$ cat src/hw/rtl/lfu_pkg.sv
// ----------------------------------------------------------------------------
// LFU cache package
// Shared sizes, controller states and command/status structs.
// ----------------------------------------------------------------------------
package lfu_pkg;

  localparam int unsigned Entries    = 16;
  localparam int unsigned CountWidth = 16;
  localparam int unsigned CapWidth   = 5;
  localparam logic [CapWidth-1:0] CapReset = 5'd16;

  localparam logic CmdGet = 1'b0;
  localparam logic CmdPut = 1'b1;

  typedef enum logic [5:0] {
    StIdle   = 6'b000001,
    StScan   = 6'b000010,
    StDecide = 6'b000100,
    StEvict  = 6'b001000,
    StApply  = 6'b010000,
    StOut    = 6'b100000
  } state_e;

  typedef struct packed {
    logic start;
    logic scan;
    logic evict;
    logic apply;
  } dp_cmd_t;

  typedef struct packed {
    logic scan_done;
    logic hit;
    logic need_evict;
  } dp_sts_t;

endpackage

$ cat src/hw/rtl/lfu_ctrl.sv
// ----------------------------------------------------------------------------
// LFU cache controller
// Sequences scan, eviction, update and result hand-off.
// ----------------------------------------------------------------------------
module lfu_ctrl (
  input  logic             clk_i,
  input  logic             rst_ni,
  input  logic             in_valid,
  output logic             in_stall,
  output logic             out_valid,
  input  logic             out_stall,
  output lfu_pkg::dp_cmd_t cmd_o,
  input  lfu_pkg::dp_sts_t sts_i
);

  lfu_pkg::state_e state_q, state_d;

  always_comb begin
    state_d = state_q;
    cmd_o   = '0;
    unique case (state_q)
      lfu_pkg::StIdle: begin
        if (in_valid) begin
          cmd_o.start = 1'b1;
          state_d = lfu_pkg::StScan;
        end
      end
      lfu_pkg::StScan: begin
        cmd_o.scan = 1'b1;
        if (sts_i.scan_done) state_d = lfu_pkg::StDecide;
      end
      lfu_pkg::StDecide: begin
        if (!sts_i.hit && sts_i.need_evict) state_d = lfu_pkg::StEvict;
        else state_d = lfu_pkg::StApply;
      end
      lfu_pkg::StEvict: begin
        cmd_o.evict = 1'b1;
        state_d = lfu_pkg::StApply;
      end
      lfu_pkg::StApply: begin
        cmd_o.apply = 1'b1;
        state_d = lfu_pkg::StOut;
      end
      lfu_pkg::StOut: begin
        if (!out_stall) state_d = lfu_pkg::StIdle;
      end
      default: state_d = lfu_pkg::StIdle;
    endcase
  end

  always_ff @(posedge clk_i or negedge rst_ni) begin
    if (!rst_ni) begin
      state_q <= lfu_pkg::StIdle;
    end else begin
      state_q <= state_d;
    end
  end

  assign in_stall  = (state_q != lfu_pkg::StIdle);
  assign out_valid = (state_q == lfu_pkg::StOut);

endmodule

$ cat src/hw/rtl/lfu_dp.sv
// ----------------------------------------------------------------------------
// LFU cache datapath
// Entry registers, serial scan for key match and victim, age/count update.
// ----------------------------------------------------------------------------
module lfu_dp #(
  parameter int unsigned ENTRIES     = lfu_pkg::Entries,
  parameter int unsigned COUNT_WIDTH = lfu_pkg::CountWidth
) (
  input  logic                          clk_i,
  input  logic                          rst_ni,
  input  lfu_pkg::dp_cmd_t              cmd_i,
  output lfu_pkg::dp_sts_t              sts_o,
  input  logic [lfu_pkg::CapWidth-1:0]  cap_i,
  input  logic                          command_i,
  input  logic [31:0]                   key_i,
  input  logic signed [31:0]            value_i,
  output logic                          hit_o,
  output logic signed [31:0]            read_value_o,
  output logic                          evicted_o,
  output logic [31:0]                   evicted_key_o
);

  localparam int unsigned IW = (ENTRIES > 1) ? $clog2(ENTRIES) : 1;
  localparam int unsigned NW = $clog2(ENTRIES + 1);
  localparam logic [COUNT_WIDTH-1:0] CntMax = '1;
  localparam logic [NW-1:0] EntN = NW'(ENTRIES);

  logic                   vld_q [ENTRIES];
  logic [31:0]            key_q [ENTRIES];
  logic [31:0]            val_q [ENTRIES];
  logic [COUNT_WIDTH-1:0] cnt_q [ENTRIES];
  logic [IW-1:0]          age_q [ENTRIES];

  logic        cmd_q;
  logic [31:0] ikey_q, ival_q;
  logic [NW-1:0] idx_q, used_q;
  logic        found_q, vic_any_q, free_any_q;
  logic [IW-1:0] found_idx_q, vic_idx_q, free_idx_q;
  logic [COUNT_WIDTH-1:0] vic_cnt_q;
  logic [IW-1:0] vic_age_q;
  logic [IW-1:0] cur;
  logic [NW-1:0] cap_eff;
  logic hit_q, ev_q;
  logic [31:0] rd_q, evk_q;

  assign cur = idx_q[IW-1:0];

  always_comb begin
    if (cap_i == '0) cap_eff = NW'(1);
    else if (int'(cap_i) > int'(ENTRIES)) cap_eff = EntN;
    else cap_eff = NW'(cap_i);
  end

  assign sts_o.scan_done  = (idx_q == EntN);
  assign sts_o.hit        = found_q;
  assign sts_o.need_evict = cmd_q && (used_q >= cap_eff) && vic_any_q;

  always_ff @(posedge clk_i or negedge rst_ni) begin
    if (!rst_ni) begin
      for (int i = 0; i < ENTRIES; i++) vld_q[i] <= 1'b0;
    end else if (cmd_i.evict) begin
      vld_q[vic_idx_q] <= 1'b0;
    end else if (cmd_i.apply && !found_q && cmd_q && free_any_q) begin
      vld_q[free_idx_q] <= 1'b1;
    end
  end

  always_ff @(posedge clk_i) begin
    if (cmd_i.start) begin
      cmd_q <= command_i;
      ikey_q <= key_i;
      ival_q <= value_i;
      idx_q <= '0;
      used_q <= '0;
      found_q <= 1'b0;
      vic_any_q <= 1'b0;
      free_any_q <= 1'b0;
      hit_q <= 1'b0;
      ev_q <= 1'b0;
      rd_q <= '0;
      evk_q <= '0;
    end
    if (cmd_i.scan && !sts_o.scan_done) begin
      idx_q <= idx_q + NW'(1);
      if (vld_q[cur]) begin
        used_q <= used_q + NW'(1);
        if (!found_q && key_q[cur] == ikey_q) begin
          found_q <= 1'b1;
          found_idx_q <= cur;
        end
        if (!vic_any_q || cnt_q[cur] < vic_cnt_q ||
            (cnt_q[cur] == vic_cnt_q && age_q[cur] > vic_age_q)) begin
          vic_any_q <= 1'b1;
          vic_idx_q <= cur;
          vic_cnt_q <= cnt_q[cur];
          vic_age_q <= age_q[cur];
        end
      end else if (!free_any_q) begin
        free_any_q <= 1'b1;
        free_idx_q <= cur;
      end
    end
    if (cmd_i.evict) begin
      ev_q <= 1'b1;
      evk_q <= key_q[vic_idx_q];
      for (int i = 0; i < ENTRIES; i++)
        if (vld_q[i] && age_q[i] > vic_age_q) age_q[i] <= age_q[i] - IW'(1);
      if (!free_any_q) begin
        free_any_q <= 1'b1;
        free_idx_q <= vic_idx_q;
      end else if (vic_idx_q < free_idx_q) begin
        free_idx_q <= vic_idx_q;
      end
    end
    if (cmd_i.apply) begin
      if (found_q) begin
        hit_q <= 1'b1;
        rd_q <= val_q[found_idx_q];
        for (int i = 0; i < ENTRIES; i++)
          if (vld_q[i] && IW'(i) != found_idx_q && age_q[i] < age_q[found_idx_q])
            age_q[i] <= age_q[i] + IW'(1);
        age_q[found_idx_q] <= '0;
        if (cnt_q[found_idx_q] != CntMax) cnt_q[found_idx_q] <= cnt_q[found_idx_q] + 1'b1;
        if (cmd_q == lfu_pkg::CmdPut) val_q[found_idx_q] <= ival_q;
      end else if (cmd_q == lfu_pkg::CmdPut && free_any_q) begin
        for (int i = 0; i < ENTRIES; i++)
          if (vld_q[i]) age_q[i] <= age_q[i] + IW'(1);
        key_q[free_idx_q] <= ikey_q;
        val_q[free_idx_q] <= ival_q;
        cnt_q[free_idx_q] <= COUNT_WIDTH'(1);
        age_q[free_idx_q] <= '0;
      end
    end
  end

  assign hit_o         = hit_q;
  assign read_value_o  = rd_q;
  assign evicted_o     = ev_q;
  assign evicted_key_o = evk_q;

endmodule

$ cat src/hw/rtl/lfu_cache_with_lru_tiebreak_top.sv
// A word passes through the Scan (serial over the entries), Decide, Evict (on an eviction
// only), Apply and Out states; out_valid is raised in Out. A new word is not taken
// before the last one is through: the next word is taken once the result has been taken.
// Reset (async, low) empties the store and sets capacity to 16.
// ----------------------------------------------------------------------------
// LFU cache top
// Key-value store, least-frequently-used replacement, LRU tie-break.
// ----------------------------------------------------------------------------
module lfu_cache_with_lru_tiebreak_top #(
  parameter int unsigned ENTRIES     = lfu_pkg::Entries,
  parameter int unsigned COUNT_WIDTH = lfu_pkg::CountWidth
) (
  input  logic                         clk_i,
  input  logic                         rst_ni,
  input  logic                         cfg_valid,
  output logic                         cfg_ready,
  input  logic [lfu_pkg::CapWidth-1:0] capacity_i,
  input  logic                         in_valid,
  output logic                         in_stall,
  input  logic                         command_i,
  input  logic [31:0]                  key_i,
  input  logic signed [31:0]           value_i,
  output logic                         out_valid,
  input  logic                         out_stall,
  output logic                         hit_o,
  output logic signed [31:0]           read_value_o,
  output logic                         evicted_o,
  output logic [31:0]                  evicted_key_o
);

  lfu_pkg::dp_cmd_t cmd;
  lfu_pkg::dp_sts_t sts;
  logic [lfu_pkg::CapWidth-1:0] cap_q;

  assign cfg_ready = 1'b1;

  always_ff @(posedge clk_i or negedge rst_ni) begin
    if (!rst_ni) begin
      cap_q <= lfu_pkg::CapReset;
    end else if (cfg_valid && cfg_ready) begin
      cap_q <= capacity_i;
    end
  end

  lfu_ctrl u_ctrl (
    .clk_i, .rst_ni, .in_valid, .in_stall, .out_valid, .out_stall,
    .cmd_o(cmd), .sts_i(sts)
  );

  lfu_dp #(.ENTRIES(ENTRIES), .COUNT_WIDTH(COUNT_WIDTH)) u_dp (
    .clk_i, .rst_ni, .cmd_i(cmd), .sts_o(sts), .cap_i(cap_q),
    .command_i, .key_i, .value_i, .hit_o, .read_value_o, .evicted_o, .evicted_key_o
  );

endmodule

$ cat config.mk
export PLATFORM = sky130hd
export DESIGN_NAME = lfu_cache_with_lru_tiebreak_top
export DESIGN_NICKNAME = d
export VERILOG_FILES = /design/src/hw/rtl/lfu_pkg.sv /design/src/hw/rtl/lfu_ctrl.sv /design/src/hw/rtl/lfu_dp.sv /design/src/hw/rtl/lfu_cache_with_lru_tiebreak_top.sv
export SDC_FILE = /design/constraint.sdc
export NUM_CORES = 2
export LEC_CHECK = 0
export BUFFER_PORTS_ARGS = -buffer_cell sky130_fd_sc_hd__buf_2
export CORE_AREA = 3 3 341 477
export DETAILED_ROUTE_END_ITERATION = 8
export DIE_AREA = 0 0 344 480
export SLEW_MARGIN = 10
export SYNTH_ARGS = -nofsm -noshare
export SYNTH_HDL_FRONTEND = slang
export SYNTH_HIERARCHICAL = 1
export SYNTH_SLANG_ARGS = --single-unit
export TNS_END_PERCENT = 1
$ cat constraint.sdc
create_clock -name clk_i -period 6.4 [get_ports clk_i]
set_input_delay 0.32 -clock clk_i [delete_from_list [all_inputs] [get_ports clk_i]]
set_output_delay 0.32 -clock clk_i [all_outputs]
set_load 0.01 [all_outputs]
After elaboration in Yosys (flattened, before gate mapping) --
Memories as Yosys holds them, arrays and structs flattened. A register that Yosys moved wholly into a read port is not among the register bits. Index checks and enable logic that the tools add are counted.
Word-level totals: bits in registers 203, bits in writable memories 1344, input port bits 75, logic and storage cells 568, memories kept 4
Memories:
- u_dp.key_q | depth 16, width 32, rd ports 2, clocked after memory_dff 2, wr ports 1, line lfu_dp.sv:29 | logic [31:0] key_q [ENTRIES];
- u_dp.val_q | depth 16, width 32, rd ports 1, clocked after memory_dff 1, wr ports 1, line lfu_dp.sv:30 | logic [31:0] val_q [ENTRIES];
- u_dp.cnt_q | depth 16, width 16, rd ports 2, clocked after memory_dff 2, wr ports 1, line lfu_dp.sv:31 | logic [COUNT_WIDTH-1:0] cnt_q [ENTRIES];
- u_dp.age_q | depth 16, width 4, rd ports 18, clocked after memory_dff 2, wr ports 17, line lfu_dp.sv:32 | logic [IW-1:0] age_q [ENTRIES];
Cells by class: add/sub/neg operators 35, order comparisons 42, equal/unequal tests 29, multiplexer cells 309, bitwise gates (word level) 38, reduce and logical (&&, ||, !) cells 76
Operators by type and width (number):
- $mux W1 | 236
- $mux W4 | 49
- $mux W32 | 6
- $gt A4 B4 Y1 | 17
- $lt A4 B4 Y1 | 17
- $add A4 B1 Y4 const B | 16
- $sub A4 B1 Y4 const B | 16
- $logic_and A1 B1 Y1 | 60
- $mux W16 | 3
- $mux W5 | 8
- $pmux W6 S6 | 1
- $eq A32 B32 Y1 | 1
- $ne A4 B4 Y1 const A | 8
- $or A1 B1 Y1 | 32
- $reduce_or A32 Y1 | 1
- $mux W6 | 3
- $add A16 B1 Y16 const B | 1
- $and A16 B16 Y16 | 1
- $eq A16 B16 Y1 | 1
- $lt A16 B16 Y1 | 1
- $ne A16 B16 Y1 const B | 1
- $ne A3 B4 Y1 const A | 4
- $not A16 Y16 | 1
- $or A16 B16 Y16 | 1
- other kinds (27) | 44

Longest topological paths before layout --
depth in word-level cells 9, gate-level depth with buffers 22, depth with buffers taken out 15

By module --
Netlist, hierarchy kept.
Modules (own cells, without submodules):
- lfu_dp | instances 1, cells an instance 3805, area each 70682.8 um2, sequential area each 45183.3 um2
- lfu_ctrl | instances 1, cells an instance 37, area each 384.1 um2, sequential area each 151.4 um2
- lfu_cache_with_lru_tiebreak_top | instances 1, cells an instance 12, area each 193.9 um2, sequential area each 126.4 um2

Worst setup path after synthesis --
No wires, ideal clock.
kind register to register, start point register (tool-made name), end point register u_dp.vic_age_q[0], read port of u_dp.age_q (enable), setup time 0.405 ns, data arrival time 5.146 ns, data required time 5.995 ns, setup slack 0.849 ns, stages on the path, launching flop included 17, path buffers 5, path through dfxtp_1 buf_6 buf_4 buf_4 buf_2 buf_1 mux4_2 mux4_2 ha_1 nor2b_1 o21a_1 o21a_1 o21a_1 o21a_1 o21ai_1 a31oi_1 nor2_1
RTL lines:
- end: declaration | line lfu_dp.sv:40 | logic [IW-1:0] vic_age_q;

==> results.md <==
- Post-CTS setup buffer count: 0
- Routed vias: 39280
- Root Buffer: clkbuf_16
- Met1 GRT Util: 0.3201
- Max rail drop VDD: 0.2680 mV
- Vias in the first global route: 40330
- Setup TNS: 0 ps
- Syn Inst Count: 3854
- GRT overflow: 0
- Fin. Hold Viols: 0
- DP HPWL: 115.7 mm
- R2R depth: 14
- Port bufs: 142
- Initial antenna violation count: 7
- Synth warn: 6
- Critical Path RT: 6860 ps
- Fmax: 195.5 MHz
- Fin area: 80690 µm²
- CTS tree: done
- Number of synthesized flops with an enable pin: 1410
- Met3 usage: 0.04015
- Layout cell share with drive strength beyond 1: 0.2937
- Synth Area per Inst: 18.49 µm²
- Placement row count: 173
- Via-to-Cell Ratio: 6.168
- Dpl cells: 6011
- Top cells by area, synth: edfxtp_1, mux4_2, dfxtp_1, ha_1, mux2i_1
- Area Growth Syn to Fin: 13.23%
- Starting density of the core: 0.4485
- Die X-Extent: 344 µm
- Worst min path class: input pin to asynchronous set/reset pin
- Pleak: between 20 and 30 nW
- Overall routing resource usage: 0.2383
- Largest net degree at the start of global routing: 85
- Net count, final: 4400
- Post-DR wirelength/cell: 30.54 µm
- FILL cells: 12950
- Critical path class: flop to flop
- Remaining DRCs: 0
- Worst Slack Setup Final: ~1300 ps
- Most common cell in the netlist: edfxtp_1
- Crit path arrival time: around 5600 ps
- Max-Cap Viols: 0
- Final setup violation count: 0
- CTS Sinks: around 1600
- Most used DFF post-synth: edfxtp_1
- Crit share post-route: 0.7994
- Yosys cell types: 90
- Placer Congestion: roughly 0.86
- Flop-to-flop setup slack: 1280 ps
- RSZ-0062 raised after global routing: false
- # H-tree levels: 4
- Clock skew: around 33 ps
- R2R Path End: u_dp/vic_cnt_q[10]$_DFFE_PP_
- CP Capture Type: flop
- Reg clk slew, reported paths: 70 ps
- Commonest cells in the synthesized netlist: edfxtp_1, mux4_2, ha_1, nand2_1, nor2_1
- Sequential area share after synthesis: 0.6380
- Slew of the pin with the lowest slew margin: 1194 ps
- Wire length of the first global-routing pass: 283.6 mm
- CORE AREA: 158900 µm²
- Design Power: 25.38 mW
- Drt first-iter violations: 3696
- Drt total wl: roughly 190 mm
- Final Core Density: 0.5079
- # IOs: 144
- Pwr Density: 314.5 nW/µm²
- Yosys reg bits: 1559
- Full die area: around 170000 µm²
- Fin Hold WS: 181.1 ps
- FFs w/ async S/R, synth: 0.01732
- Cell Area, Placed: 74920 µm²
- Critical path launch point type: flop
- Place WS: 1360 ps
- Fin. max-slew vios: 0
- TritonRoute pass-1 iters: 5
- Inserted Clock Buffers: 152
- Yosys top cell area share: 0.5942
- CTS max path bufs: 3
- Area leader, netlist: edfxtp_1
- Clock Latency Late Sink: slightly below 800 ps
- Grt met2 use: 0.4003
- Final min period: 5116 ps
- GR peak layer: met2
- Filler-free cell count of the finished design: 6368
- CP max FO: 52
- Syn nets: about 4100
- Chip Height: between 400 and 500 µm
- Syn Std Cell Area: 71260 µm²
- Rel. slew slack: 0.2037
- Status: finished clean
- Post-DRT Antenna Nets: 0
[worst max-delay path, cell delays in order, from the launching register on]
cell and delay, ps:
dfxtp_4 920, buf_4 520, mux4_2 370, mux4_2 500, inv_1 80, ha_1 130
nor2b_1 40, o21a_1 170, o21a_1 170, o21a_1 160, o21a_1 190, o21ai_1 340
a31oi_1 200, nor2_2 590, buf_4 340
[worst max-delay path by stage]
stage               startpoint                           end  slack [ps]  depth (start not counted)
global placement          flop   u_dp/vic_cnt_q[3]$_DFFE_PP_        1400                         14
CTS                       flop  u_dp/vic_cnt_q[10]$_DFFE_PP_        1290                         14
global route              flop  u_dp/vic_cnt_q[10]$_DFFE_PP_        1070                         14
finish                    flop  u_dp/vic_cnt_q[10]$_DFFE_PP_        1280                         14
floorplan                 flop   u_dp/vic_age_q[0]$_DFFE_PP_         850                         16
detailed placement        flop  u_dp/vic_cnt_q[10]$_DFFE_PP_        1360                         14
[routing by layer]
layer  vias to the layer above  part of all wire
met5                         -          0.000067
met4                         2             0.030
met3                       313             0.063
met2                      1392              0.51
met1                     21150              0.40
li1                      16430                 -
[cell usage in the layout, fill, tap and decap left out, types with 10 or more instances in the layout]
master / instances
a211oi_1: 11
a21o_1: 18
a21oi_1: 53
a22oi_1: 15
and2_1: 37
and2_2: 17
buf_12: 11
buf_2: 142
buf_4: 107
bufinv_16: 14
clkbuf_1: 36
clkbuf_16: 157
clkbuf_8: 11
clkinv_1: 21
clkinv_2: 31
dfrtp_1: 25
dfxtp_1: 110
dfxtp_4: 10
dlygate4sd3_1: 77
edfxtp_1: 1410
ha_1: 176
inv_1: 90
mux2_2: 13
mux2i_1: 113
mux4_2: 638
nand2_1: 160
nand2_2: 12
nand2b_1: 21
nand3_1: 101
nand3b_1: 14
nand4_1: 26
nor2_1: 137
nor2_4: 13
nor2b_1: 32
nor3_2: 21
o2111ai_1: 17
o21a_1: 39
o21ai_0: 52
xnor2_1: 76
xor2_1: 24
[timing repair]
action / CTS / global route
endpoints found under the hold margin: 99 / 0
hold buffers: 77 / 0
gates resized for setup: 0 / 0
[state kept, by name (all words and copies together) (netlist names), 16 cells and up, named ones only]
register,count
u_dp/ival_q,32
u_dp/cnt_q,256
u_dp/key_q,512
u_dp/age_q,64
u_dp/vld_q,16
u_dp/read_value_o,32
u_dp/ikey_q,32
u_dp/evicted_key_o,32
u_dp/val_q,512
u_dp/vic_cnt_q,16
[cell type report]
class,instances,area (µm²),area share
clock inverter,74,782.0,0.009691
timing repair buffer,337,2505,0.03104
tap,2100,2628,0.03256
antenna,2,5.005,0.00006202
inverter,94,354.1,0.004388
clock buffer,204,4215,0.05224
sequential,1559,45500,0.5639
multi-input combinational,1998,24700,0.3061
[power breakdown]
part	total (mW)	switching [mW]	internal (mW)
combinational	4.05	2.21	1.84
clock	9.06	3.86	5.20
sequential	12.3	0.655	11.6
[kinds of logic after synthesis]
group	share of synthesized area
compound gates	0.03117
xor+xnor	0.01229
fa+ha+maj	0.03287
buf+inv	0.01854
flops	0.6380
mux	0.2213
other cells	0.00005262
simple gates	0.04583
No activity file was read; power rests on OpenSTA's default activity.
